$ cat src/hdl/hall_angle_decoder_with_direction_macros.svh
// ----------------------------------------------------------------------------
// Hall angle decoder assertion macros
// Clocked assertion helpers for the Hall angle decoder. They compile to
// nothing when SYNTHESIS is defined.
// ----------------------------------------------------------------------------
`ifndef HALL_ANGLE_DECODER_WITH_DIRECTION_MACROS_SVH
`define HALL_ANGLE_DECODER_WITH_DIRECTION_MACROS_SVH

`ifndef SYNTHESIS
// Assert a property on every rising edge outside reset
`define HADD_ASSERT(lbl, clk, rst_n, prop, msg) \
    lbl: assert property (@(posedge clk) disable iff (!rst_n) (prop)) else $error(msg);
// Assert that a condition never holds on a rising edge outside reset
`define HADD_NEVER(lbl, clk, rst_n, cond, msg) \
    lbl: assert property (@(posedge clk) disable iff (!rst_n) !(cond)) else $error(msg);
`else
`define HADD_ASSERT(lbl, clk, rst_n, prop, msg)
`define HADD_NEVER(lbl, clk, rst_n, cond, msg)
`endif

`endif

$ cat src/hdl/hadd_pkg.sv
// ----------------------------------------------------------------------------
// Hall angle decoder package
// Payload and configuration types, codes and the sector angle table.
// ----------------------------------------------------------------------------
package hadd_pkg;

    localparam int ANGLE_W    = 16;
    localparam int CFG_IDX_W  = 8;
    localparam int CFG_DATA_W = 16;

    typedef struct packed {
        logic hall_u;
        logic hall_v;
        logic hall_w;
        logic run_active;
    } t_in;

    typedef struct packed {
        logic [ANGLE_W-1:0] elec_angle;
        logic [ANGLE_W-1:0] abs_position;
        logic [1:0]         direction;
        logic [1:0]         fault;
    } t_out;

    typedef struct packed {
        logic               decode_enable;
        logic               angle_mirror;
        logic               fault_enable;
        logic [ANGLE_W-1:0] rotor_zero;
    } t_cfg;

    typedef struct packed {
        logic [ANGLE_W-1:0] angle;
        logic [1:0]         fault;
    } t_sec;

    typedef struct packed {
        logic [1:0]                direction;
        logic signed [ANGLE_W-1:0] count;
    } t_dir;

    // Register indexes
    localparam logic [CFG_IDX_W-1:0] REG_DECODE_ENABLE = 8'd0;
    localparam logic [CFG_IDX_W-1:0] REG_ANGLE_MIRROR  = 8'd1;
    localparam logic [CFG_IDX_W-1:0] REG_FAULT_ENABLE  = 8'd2;
    localparam logic [CFG_IDX_W-1:0] REG_ROTOR_ZERO    = 8'd3;

    // Direction and fault codes
    localparam logic [1:0] DIR_NONE   = 2'd0;
    localparam logic [1:0] DIR_FWD    = 2'd1;
    localparam logic [1:0] DIR_BWD    = 2'd2;
    localparam logic [1:0] FAULT_NONE = 2'd0;
    localparam logic [1:0] FAULT_HIGH = 2'd1;
    localparam logic [1:0] FAULT_LOW  = 2'd2;

    // Hall codes with no sector
    localparam logic [2:0] CODE_ALL_LOW  = 3'd0;
    localparam logic [2:0] CODE_ALL_HIGH = 3'd7;

    localparam logic signed [ANGLE_W-1:0] STEP_THRESHOLD = 16'sd1820;
    localparam logic signed [ANGLE_W-1:0] COUNT_MAX      = 16'sd32767;
    localparam logic signed [ANGLE_W-1:0] COUNT_MIN      = -16'sd32767;
    localparam logic signed [ANGLE_W-1:0] DIR_DECIDE     = 16'sd2;

    // Electrical angle per Hall sector, full turn is 65536
    function automatic logic [ANGLE_W-1:0] sector_angle(input logic [2:0] code);
        logic [ANGLE_W-1:0] a;
        unique case (code)
            3'd1:    a = 16'd60074;
            3'd2:    a = 16'd38229;
            3'd3:    a = 16'd49152;
            3'd4:    a = 16'd16384;
            3'd5:    a = 16'd5461;
            3'd6:    a = 16'd27306;
            default: a = '0;
        endcase
        return a;
    endfunction

endpackage

$ cat src/hdl/hadd_cfg_regs.sv
// ----------------------------------------------------------------------------
// Hall angle decoder configuration registers
// Write-only register file; unknown indexes are dropped.
// ----------------------------------------------------------------------------
module hadd_cfg_regs import hadd_pkg::*; (
    input  logic                  i_clk,
    input  logic                  i_rst_n,
    input  logic                  i_cfg_valid,
    output logic                  o_cfg_ready,
    input  logic [CFG_IDX_W-1:0]  i_cfg_index,
    input  logic [CFG_DATA_W-1:0] i_cfg_data,
    output t_cfg                  o_cfg
);

    t_cfg r_cfg;

    assign o_cfg_ready = 1'b1;
    assign o_cfg       = r_cfg;

    always_ff @(posedge i_clk) begin
        if (!i_rst_n) begin
            r_cfg <= '0;
        end else if (i_cfg_valid) begin
            unique case (i_cfg_index)
                REG_DECODE_ENABLE: r_cfg.decode_enable <= i_cfg_data[0];
                REG_ANGLE_MIRROR:  r_cfg.angle_mirror  <= i_cfg_data[0];
                REG_FAULT_ENABLE:  r_cfg.fault_enable  <= i_cfg_data[0];
                REG_ROTOR_ZERO:    r_cfg.rotor_zero    <= i_cfg_data[ANGLE_W-1:0];
                default: ;
            endcase
        end
    end

endmodule

$ cat src/hdl/hadd_sector_decode.sv
// ----------------------------------------------------------------------------
// Hall sector decoder
// Maps the Hall code to an electrical angle, holds the last valid angle and
// flags invalid codes while the rotor runs and faults are enabled.
// ----------------------------------------------------------------------------
module hadd_sector_decode import hadd_pkg::*; (
    input  logic i_clk,
    input  logic i_rst_n,
    input  logic i_advance,
    input  t_in  i_hall,
    input  t_cfg i_cfg,
    output t_sec o_sec
);

    logic [ANGLE_W-1:0] r_held;
    logic [ANGLE_W-1:0] n_held;
    logic [ANGLE_W-1:0] w_table;
    logic [2:0]         w_code;
    logic               w_code_ok;
    logic [1:0]         w_fault;

    assign w_code    = {i_hall.hall_u, i_hall.hall_v, i_hall.hall_w};
    assign w_code_ok = (w_code != CODE_ALL_LOW) && (w_code != CODE_ALL_HIGH);
    assign w_table   = sector_angle(w_code);

    always_comb begin
        n_held  = r_held;
        w_fault = FAULT_NONE;
        if (i_cfg.decode_enable) begin
            if (w_code_ok) begin
                // mirror as 65536 - angle; the table holds no zero entry
                n_held = i_cfg.angle_mirror ? (~w_table + 16'd1) : w_table;
            end else if (i_hall.run_active && i_cfg.fault_enable) begin
                w_fault = (w_code == CODE_ALL_HIGH) ? FAULT_HIGH : FAULT_LOW;
            end
        end
    end

    always_ff @(posedge i_clk) begin
        if (!i_rst_n) begin
            r_held <= '0;
        end else if (i_advance) begin
            r_held <= n_held;
        end
    end

    assign o_sec.angle = n_held;
    assign o_sec.fault = w_fault;

endmodule

$ cat src/hdl/hadd_dir_track.sv
// ----------------------------------------------------------------------------
// Hall direction tracker
// Steps a saturating counter on large wrapped angle changes and judges the
// direction of rotation from it.
// ----------------------------------------------------------------------------
module hadd_dir_track import hadd_pkg::*; (
    input  logic               i_clk,
    input  logic               i_rst_n,
    input  logic               i_advance,
    input  logic [ANGLE_W-1:0] i_angle,
    output t_dir               o_dir
);

    logic [ANGLE_W-1:0]        r_ref;
    logic [ANGLE_W-1:0]        n_ref;
    logic signed [ANGLE_W-1:0] r_count;
    logic signed [ANGLE_W-1:0] n_count;
    logic signed [ANGLE_W-1:0] w_delta;
    logic [1:0]                w_dir;

    // 16-bit wrap gives the signed change directly
    assign w_delta = $signed(i_angle - r_ref);

    always_comb begin
        n_ref   = r_ref;
        n_count = r_count;
        if (w_delta > STEP_THRESHOLD) begin
            n_ref = i_angle;
            if (r_count < COUNT_MAX) begin
                n_count = r_count + 16'sd1;
            end
        end else if (w_delta < -STEP_THRESHOLD) begin
            n_ref = i_angle;
            if (r_count > COUNT_MIN) begin
                n_count = r_count - 16'sd1;
            end
        end
    end

    always_comb begin
        if (n_count > DIR_DECIDE) begin
            w_dir = DIR_FWD;
        end else if (n_count < -DIR_DECIDE) begin
            w_dir = DIR_BWD;
        end else begin
            w_dir = DIR_NONE;
        end
    end

    always_ff @(posedge i_clk) begin
        if (!i_rst_n) begin
            r_ref   <= '0;
            r_count <= '0;
        end else if (i_advance) begin
            r_ref   <= n_ref;
            r_count <= n_count;
        end
    end

    assign o_dir.direction = w_dir;
    assign o_dir.count     = r_count;

endmodule

$ cat src/hdl/hall_angle_decoder_with_direction.sv
// Flow: an accepted item waits in the input register, then moves into the result
// register (o_out_valid) once that is free or draining. Throughput: one item per
// cycle unless i_out_ready stalls the output; input register, decode logic and
// result register run back to back, state update sits between the two registers.
// Reset (synchronous, active low) clears the configuration, held and
// reference angles, the direction counter and both valid flags.
// ----------------------------------------------------------------------------
// Hall angle decoder with direction
// Decodes UVW Hall samples to electrical angle, absolute position, rotation
// direction and sensor fault.
// ----------------------------------------------------------------------------
`include "hall_angle_decoder_with_direction_macros.svh"

module hall_angle_decoder_with_direction import hadd_pkg::*; (
    input  logic                  i_clk,
    input  logic                  i_rst_n,
    input  logic                  i_in_valid,
    output logic                  o_in_ready,
    input  t_in                   i_in_data,
    output logic                  o_out_valid,
    input  logic                  i_out_ready,
    output t_out                  o_out_data,
    input  logic                  i_cfg_valid,
    output logic                  o_cfg_ready,
    input  logic [CFG_IDX_W-1:0]  i_cfg_index,
    input  logic [CFG_DATA_W-1:0] i_cfg_data
);

    logic r_in_valid;
    t_in  r_in;
    logic r_out_valid;
    t_out r_out;
    t_out n_out;
    logic w_advance;
    t_cfg w_cfg;
    t_sec w_sec;
    t_dir w_dir;

    // move the held item on when the result register is free or draining
    assign w_advance  = r_in_valid && (!r_out_valid || i_out_ready);
    assign o_in_ready = !r_in_valid || w_advance;

    hadd_cfg_regs u_cfg (
        .i_clk       (i_clk),
        .i_rst_n     (i_rst_n),
        .i_cfg_valid (i_cfg_valid),
        .o_cfg_ready (o_cfg_ready),
        .i_cfg_index (i_cfg_index),
        .i_cfg_data  (i_cfg_data),
        .o_cfg       (w_cfg)
    );

    hadd_sector_decode u_sector (
        .i_clk     (i_clk),
        .i_rst_n   (i_rst_n),
        .i_advance (w_advance),
        .i_hall    (r_in),
        .i_cfg     (w_cfg),
        .o_sec     (w_sec)
    );

    hadd_dir_track u_dir (
        .i_clk     (i_clk),
        .i_rst_n   (i_rst_n),
        .i_advance (w_advance),
        .i_angle   (w_sec.angle),
        .o_dir     (w_dir)
    );

    always_comb begin
        n_out.elec_angle   = w_sec.angle;
        n_out.abs_position = w_sec.angle + w_cfg.rotor_zero;
        n_out.direction    = w_dir.direction;
        n_out.fault        = w_sec.fault;
    end

    always_ff @(posedge i_clk) begin
        if (!i_rst_n) begin
            r_in_valid  <= 1'b0;
            r_out_valid <= 1'b0;
        end else begin
            if (o_in_ready) begin
                r_in_valid <= i_in_valid;
            end
            if (w_advance) begin
                r_out_valid <= 1'b1;
            end else if (i_out_ready) begin
                r_out_valid <= 1'b0;
            end
        end
    end

    always_ff @(posedge i_clk) begin
        if (o_in_ready && i_in_valid) begin
            r_in <= i_in_data;
        end
        if (w_advance) begin
            r_out <= n_out;
        end
    end

    assign o_out_valid = r_out_valid;
    assign o_out_data  = r_out;

    `HADD_NEVER(a_in_no_overrun, i_clk, i_rst_n, i_in_valid && o_in_ready && r_in_valid && !w_advance, "input register overwritten before it moved on")
    `HADD_NEVER(a_count_in_range, i_clk, i_rst_n, $signed(w_dir.count) < COUNT_MIN, "direction counter below its limit")
    `HADD_NEVER(a_fault_gated, i_clk, i_rst_n, w_advance && !w_cfg.fault_enable && w_sec.fault != FAULT_NONE, "fault raised with faults disabled")
    `HADD_ASSERT(a_result_loaded, i_clk, i_rst_n, w_advance |=> o_out_valid, "result register not loaded after advance")

endmodule

$ cat config.mk
export PLATFORM = sky130hd
export DESIGN_NAME = hall_angle_decoder_with_direction
export DESIGN_NICKNAME = d
export VERILOG_FILES = /design/src/hdl/hadd_pkg.sv /design/src/hdl/hadd_cfg_regs.sv /design/src/hdl/hadd_sector_decode.sv /design/src/hdl/hadd_dir_track.sv /design/src/hdl/hall_angle_decoder_with_direction.sv
export VERILOG_INCLUDE_DIRS = /design/src /design/src/hdl
export SDC_FILE = /design/constraint.sdc
export NUM_CORES = 1
export LEC_CHECK = 0
export ABC_AREA = 1
export BUFFER_PORTS_ARGS = -buffer_cell sky130_fd_sc_hd__buf_2
export CORE_ASPECT_RATIO = 0.75
export CORE_MARGIN = 2
export CORE_UTILIZATION = 54
export DETAILED_ROUTE_END_ITERATION = 16
export PLACE_DENSITY = 0.74
export SLEW_MARGIN = 20
export SYNTH_ARGS = -nofsm -noshare
export SYNTH_HDL_FRONTEND = slang
export SYNTH_SLANG_ARGS = --single-unit
$ cat constraint.sdc
create_clock -name i_clk -period 4 [get_ports i_clk]
set_input_delay 0.4 -clock i_clk [delete_from_list [all_inputs] [get_ports i_clk]]
set_output_delay 0.4 -clock i_clk [all_outputs]
set_load 0.03 [all_outputs]
==> summary.md, run 1 <==
| Metric | Value |
|---|---|
| Achievable Freq | `around 0.23 GHz` |
| # H-tree levels | `3` |
| Number of cells in the design after placement | `1306` |
| Crit start category | `flop` |
| Max-Slew Margin vs Limit | `47.3%` |
| Relative contribution of sequential cells to total power | `24.7%` |
| Clk pwr share | `between 10% and 20%` |
| Slowest cell on the critical path | `edfxtp_1` |
| CP Class | `reg2reg` |
| Worst-path fanout max | `11` |
| Initial core utilization | `between 50% and 60%` |
| Capturing element type of the critical path | `flop` |
| Final setup vio count | `24` |
| Remaining Overflow, GRT | `0` |
| Number of buffers created by CTS | `9` |
| Failing checks | `negative setup slack` |
| Slowest cell delay on critical path | `0.47 ns` |
| Clk pin slew, worst setup/hold paths | `0.08 ns` |
| Drt via density | `5.85` |
| Sequential standard cell area | `between 2000 and 3000 um2` |
| Clock tree root driver cell | `clkbuf_16` |
| Non-filler cells, final | `around 1400` |
| Post-route DRC violation count | `0` |
| Top delay family on crit path | `simple AND/OR/NAND/NOR gates` |
| Most common flop cell mapped by yosys | `dfxtp_1` |
| Sequential share of the synthesized area | `35.5%` |
| Drt initial violations | `1074` |
| Net switching power | `2.32 mW` |
| Layout area overhead | `33.6%` |
| Bufs on Longest Clock Path | `2` |
| Number of buffers inserted by hold repair at cts | `0` |
| Die Width | `138 um` |
| Routed via count | `a little under 8000` |
| Setup Skew | `0.00420 ns` |
| Count of buffers inserted at the top-level ports | `70` |
| Fraction of layout cells with a size suffix above 1 | `roughly a third` |
| Count of buffer and inverter cells on the critical path | `8` |
| Synthesized Nets | `1093` |
| Routability cong. | `roughly 1.0` |
| Setup Total Neg Slack | `-4.12 ns` |
| Register bit count reported by yosys | `about 110` |
| Summed area of non-filler cells in the final layout | `9720 um2` |
| Antenna violations before repair | `1` |
| Ratio of total power to cell area | `approximately 550 nW/um2` |
| Number of global-route vias before repair | `6334` |
| Final #Nets | `1246` |
| Half-perimeter wire length after detailed placement | `14400 um` |
| Final Hold Violating Endpoints | `0` |
| Pre-CTS setup slack | `-0.258 ns` |
| Total number of yosys warnings | `0` |
| Total placed instance area | `roughly 8300 um2` |
| Critical path data required time | `roughly 4.2 ns` |
| CTS tree | `done` |
| Remaining antenna violation count after routing | `0` |
| Final critical path time including I/O delays and setup | `about 4.4 ns` |
| Arrival time at the worst endpoint | `4.57 ns` |
| I/O pins | `slightly above 70` |
| IR Drop Worst-Case VDD | `0.291 mV` |
| Max-slew violations | `0` |
| Core Footprint | `13100 um2` |
| Leakage power | `about 4.6 nW` |
| Clock Sink Count | `109` |
| Mean instance size in the synthesized netlist | `7.12 um2` |
| Cell Area, Synth | `approximately 7300 um2` |
| GRT Util Overall | `27.4%` |
| Unrepaired setup endpoints after global routing | `yes` |
| Status | `finished with violations` |
| Setup slack after layout | `-0.357 ns` |
| Post-Syn Instances | `around 1000` |
| Logic pwr share | `between 50% and 60%` |
| Maxcap violations | `0` |
| Area of the die | `14400 um2` |
| Total length of routed wires | `between 20000 and 25000 um` |
| Antenna diodes | `0` |
| Number of enable-type register cells in the synthesized netlist | `40` |
| Wire length of the first global-routing pass | `32000 um` |
| Unique cell type count in the Yosys netlist | `45` |
| Pre-antenna DRT Iters | `8` |
| Number of placement rows | `36` |
| Internal power | `2.99 mW` |
| Worst min path class | `in2reg` |
| Final-layout fill cell count | `905` |
| Synth async-reset ratio | `0%` |
| Die height | `105 um` |
| DR WL/cell | `approximately 18 um` |
| Transition time at the pin with the least slew margin | `about 0.8 ns` |
| Largest net degree at the start of global routing | `45` |
| Share of the cycle needed by the critical path after routing | `109%` |
| Switching part of the total | `43.7%` |
| Area taken by multi-input logic gates | `4730 um2` |
| Clock network latency to the later pin of the worst-skew pair | `0.36 ns` |
==> stage by stage <==
step | power, mW | utilization [%] | hold WS, ns
2_1_floorplan | 2.83 | - | 0.435
3_3_place_gp | 3.42 | 63.2 | 0.451
3_5_place_dp | 3.43 | 63.2 | 0.454
4_1_cts | 4.56 | 67.1 | 0.212
5_1_grt | 5.53 | 74.4 | 0.204
6_report | 5.30 | 74.4 | 0.208
==> cell families (layout without fill, tap and decap cells) <==
kind of cell / count (synthesis) / count (layout) / synth area share (%)
compound gates: 183 / 183 / 14.1
simple gates: 460 / 463 / 27.7
flops: 109 / 109 / 35.5
xor+xnor: 42 / 42 / 5.06
buf+inv: 187 / 342 / 10.6
fa+ha+maj: 39 / 39 / 6.92
other cells: 1 / 1 / 0.0516
==> final cells by class <==
cell class	instances	area share (%)
Multi-Input combinational cell	728	48.6
Sequential cell	109	26.6
Timing Repair Buffer	177	13.3
Inverter	149	5.91
Clock buffer	10	2.36
Tap cell	171	2.20
Clock inverter	6	1.03
==> worst paths after layout <==
path,from,cells after the start,endpoint,slack [ns]
worst min register to register,u_dir.r_ref[6],2,u_dir.r_ref[6],0.48
worst max-delay path,r_in[2],27,u_dir.r_ref[9],-0.36
worst min-delay path,i_in_data[0],1,r_in[0],0.21
worst max register to register,r_in[2],27,u_dir.r_ref[9],-0.36
==> placed cells by master, fill, tap and decap left out, drive strengths merged <==
| master | instances |
|---|---|
| fa | 2 |
| a31oi | 2 |
| clkbuf | 12 |
| ha | 37 |
| o21bai | 1 |
| bufinv | 2 |
| nor3 | 19 |
| a21boi | 1 |
| o21ai | 90 |
| inv | 151 |
| and2 | 4 |
| dfxtp | 69 |
| clkinvlp | 2 |
| o31ai | 2 |
| nand3b | 2 |
| a211oi | 6 |
| nor4 | 2 |
| a21oi | 74 |
| buf | 175 |
| nand2 | 246 |
| or2 | 7 |
| nand4 | 15 |
| xor2 | 34 |
| o211ai | 6 |
| conb | 1 |
| nor2 | 109 |
| edfxtp | 40 |
| nand3 | 59 |
| a21o | 1 |
| xnor2 | 8 |
==> state kept, by name, indices dropped and copies added (netlist names) <==
| register | count |
|---|---|
| o_out_data | 36 |
| o_out_valid | 1 |
| u_cfg.o_cfg | 19 |
| u_sector.r_held | 16 |
| u_dir.r_count | 16 |
| u_dir.r_ref | 16 |
| r_in_valid | 1 |
| r_in | 4 |
==> synth_stat cells, types with 3 or more instances <==
library cell,count,share of area [%]
nand2_2,17,1.5
nor2_2,5,0.43
nand2_1,222,11
buf_4,4,0.41
inv_1,145,7.5
and2_1,3,0.26
nand3_2,3,0.41
edfxtp_1,40,17
o21ai_1,4,0.28
xor2_1,34,4.1
nand2_4,4,0.62
buf_2,11,0.76
clkbuf_1,19,0.98
xnor2_1,8,0.96
a211oi_2,4,0.69
inv_2,4,0.21
nand4_1,15,1.3
o211ai_1,6,0.62
ha_1,37,6.4
dfxtp_1,69,19
nand3_1,56,3.9
a21oi_2,4,0.48
or2_2,6,0.52
nor2_1,104,5.4
nor3_1,17,1.2
a21oi_1,68,4.7
o21ai_0,84,5.8
==> power groups by stage <==
stage	Sequential (mW)	Combinational [mW]	Clock, mW
6_report	1.31	2.97	1.02
5_1_grt	1.32	3.14	1.07
4_1_cts	1.31	2.24	1.02
3_5_place_dp	1.33	2.10	0
3_3_place_gp	1.33	2.09	0
2_1_floorplan	1.35	1.48	0
==> timing repair <==
action | CTS | global route
setup endpoints to repair | 27 | 38
pin swaps | 8 | 72
resized for setup | 41 | 176
cloned | 1 | 4
setup buffers | 4 | 19
==> routing by layer <==
metal,vias up,share of wire (%),global-route usage (%),routed length (um)
met5,-,0.057,0,14
met4,2,3.6,4.66,878
met3,131,13,8.24,3160
met2,541,42,38.6,10400
met1,3597,41,41.7,10200
li1,3622,-,-,-
Note: power is estimated with default switching activity, not from simulation.
==> run 2: changes to the inputs <==
--- a/config.mk
+++ b/config.mk
@@ -9,7 +9,7 @@
 export ABC_AREA = 1
 export BUFFER_PORTS_ARGS = -buffer_cell sky130_fd_sc_hd__buf_2
 export CORE_ASPECT_RATIO = 0.75
-export CORE_MARGIN = 2
+export CORE_MARGIN = 4
 export CORE_UTILIZATION = 54
 export DETAILED_ROUTE_END_ITERATION = 16
 export PLACE_DENSITY = 0.74
==> run 2 against run 1 <==
The run still ends with negative setup slack left. Flip-flop and latch count is the same. Global-route usage up 0.075 points. Worst hold slack worse by 0.0043 ns. Worst setup slack better by 0.23 ns. Routed wire length is 5.8% lower. Clock-buffer cell count is the same. Critical path depth did not move. Design area fell by 1.7%. Critical endpoint is now o_out_data[3].
==> summary.md, run 2 (synthesis results as in run 1) <==
| Metric | Value |
|---|---|
| Die height | `109 um (+3.8%)` |
| Clk pin slew, worst setup/hold paths | `0.08 ns (about the same)` |
| Area taken by multi-input logic gates | `4610 um2 (-2.4%)` |
| Post-route DRC violation count | `0 (unchanged)` |
| GRT Util Overall | `27.5% (+0.075 points)` |
| Number of placement rows | `36 (unchanged)` |
| Count of buffer and inverter cells on the critical path | `5 (-3)` |
| Achievable Freq | `0.242 GHz (+5.5%)` |
| DR WL/cell | `17.2 um (-5.8%)` |
| R2r startpoint | `r_in[2]` |
| Capturing element type of the critical path | `flop` |
| Final #Nets | `1246 (unchanged)` |
| Leakage power | `4.51 nW (-0.91%)` |
| Slowest cell delay on critical path | `0.42 ns (-0.05 ns)` |
| Number of global-route vias before repair | `6750 (+6.6%)` |
| Worst hold path endpoint | `r_in[0]` |
| Arrival time at the worst endpoint | `4.26 ns (-0.31 ns)` |
| Worst min path class | `in2reg` |
| Unrepaired setup endpoints after global routing | `yes` |
| Antenna violations before repair | `0 (-1)` |
| Die Width | `142 um (+2.9%)` |
| Status | `finished with violations` |
| IR Drop Worst-Case VDD | `0.322 mV (+10%)` |
| Final critical path time including I/O delays and setup | `4.13 ns (-0.229 ns)` |
| Share of the cycle needed by the critical path after routing | `103% (-5.7 points)` |
| Final setup vio count | `3 (-88%)` |
| Number of buffers created by CTS | `9 (unchanged)` |
| Area of the die | `15400 um2 (+6.8%)` |
| Final Hold Violating Endpoints | `0 (unchanged)` |
| Largest net degree at the start of global routing | `45 (unchanged)` |
| # H-tree levels | `3 (unchanged)` |
| I/O pins | `72 (unchanged)` |
| Number of flip-flops under the largest register name | `36 (unchanged)` |
| Ratio of total power to cell area | `542 nW/um2 (-0.79%)` |
| Sequential standard cell area | `2580 um2 (unchanged)` |
| Most frequent standard cell in the layout excluding fill and tap cells | `nand2_1` |
| Initial core utilization | `55.5% (-0.19 points)` |
| Hold-critical path depth | `1 (unchanged)` |
| Crit start category | `flop` |
| Drt via density | `5.63 (-3.7%)` |
| Bufs on Longest Clock Path | `2 (unchanged)` |
| Reg-to-reg endpoint | `o_out_data[3]` |
| Max-slew violations | `0 (unchanged)` |
| Remaining antenna violation count after routing | `0 (unchanged)` |
| Commonest cells after routing, fill and taps aside | `nand2_1, inv_1, nor2_1, buf_4, buf_2` |
| Maxcap violations | `0 (unchanged)` |
| CP Class | `reg2reg` |
| Slowest cell on the critical path | `edfxtp_1` |
| Pre-CTS setup slack | `-0.175 ns (+0.0830 ns)` |
| Count of cells along the worst register-to-register path | `27 (unchanged)` |
| Half-perimeter wire length after detailed placement | `14700 um (+2.0%)` |
| Fraction of layout cells with a size suffix above 1 | `30.0% (-2.9 points)` |
| Transition time at the pin with the least slew margin | `0.757 ns (-0.0336 ns)` |
| Drt initial violations | `994 (-7.4%)` |
| Overall Power | `5.17 mW (-2.5%)` |
| Setup slack after layout | `-0.129 ns (+0.229 ns)` |
| Antenna diodes | `0 (unchanged)` |
| Routed via count | `7599 (-3.7%)` |
| Wire length of the first global-routing pass | `33800 um (+5.6%)` |
| CTS tree | `done` |
| Most frequent cell on the critical path | `nand2_1` |
| Core Footprint | `13100 um2 (+0.35%)` |
| Critical path data required time | `4.13 ns (-0.08 ns)` |
| Routability cong. | `1.03 (+3.0%)` |
| Final-layout fill cell count | `982 (+8.5%)` |
| Remaining Overflow, GRT | `0 (unchanged)` |
| Clock Sink Count | `109 (unchanged)` |
| Clock tree root driver cell | `clkbuf_16` |
| Clock network latency to the later pin of the worst-skew pair | `0.37 ns (about the same)` |
| Layout area overhead | `31.3%` |
| Setup Skew | `0.00767 ns (+0.00348 ns)` |
| Max-Slew Margin vs Limit | `49.5% (+2.2 points)` |
| Reg-to-reg slack, setup | `-0.13 ns (+0.23 ns)` |
| Top delay family on crit path | `simple AND/OR/NAND/NOR gates` |
| Pre-antenna DRT Iters | `6 (-2)` |
| Count of buffers inserted at the top-level ports | `70 (unchanged)` |
| Failing checks | `negative setup slack` |
| Worst-path fanout max | `5 (-6)` |
| Hold path start | `i_in_data[0]` |
| Total length of routed wires | `23200 um (-5.8%)` |
run 2: what timing repair did:
action                     in CTS  in global routing
gates resized for setup        68                104
hold buffers                    0                  0
setup buffers                  11                 11
setup endpoints to repair      16                 36
cloned                          3                  3
pin swaps                      23                 41
run 2: area by class of cell:
class | count | share of cell area, %
timing repair buffer | 175 | 12.9
clock buffer | 10 | 2.62
inverter | 149 | 6.02
multi-input combinational | 730 | 48.3
tap | 171 | 2.24
sequential | 109 | 27.0
clock inverter | 6 | 0.891
run 2: layer usage:
| metal | up-vias | GRT usage, % | share of wire (%) |
|---|---|---|---|
| li1 | 3631 | - | - |
| met1 | 3527 | 40.4 | 45 |
| met2 | 390 | 39.8 | 43 |
| met3 | 51 | 8.49 | 11 |
| met4 | 0 | 5.68 | 2.2 |
| met5 | - | 0 | 0 |
run 2: worst max-delay path by stage:
| stage | from | to | slack [ns] | depth (start not counted) |
|---|---|---|---|---|
| final | r_in[2] | o_out_data[3] | -0.13 | 27 |
| after global routing | r_in[2] | o_out_data[3] | -0.38 | 28 |
| after CTS | r_in[2] | o_out_data[3] | 0.0003 | 29 |
| after detailed placement | r_in[1] | o_out_data[3] | -0.18 | 26 |
| after global placement | r_in[2] | o_out_data[3] | -0.11 | 28 |
| after floorplan | r_in[1] | o_out_data[3] | 0.23 | 29 |
run 2: per-stage QoR:
step	area (um2)	setup TNS (ns)	hold slack [ns]	instances	utilization [%]
2_1_floorplan	7270	0	0.435	1021	-
3_3_place_gp	8260	-0.167	0.449	1306	63.0
3_5_place_dp	8260	-0.466	0.455	1306	63.0
4_1_cts	8940	0	0.196	1336	68.2
5_1_grt	9550	-4.31	0.188	1350	72.9
6_report	9550	-0.207	0.204	1350	72.9
run 2: worst reg2reg max path, delay by kind of cell (launching register included):
family	cells	cell delay, ns
flops	1	0.42
buf+inv	5	0.63
fa+ha+maj	2	0.42
simple gates	14	1.40
compound gates	5	0.81
xor+xnor	1	0.22
run 2: where the power goes:
group	internal, mW	switching [mW]	total, mW
registers	1.25	0.0661	1.31
logic	1.16	1.70	2.85
clock network	0.541	0.468	1.01
total	2.94	2.23	5.17
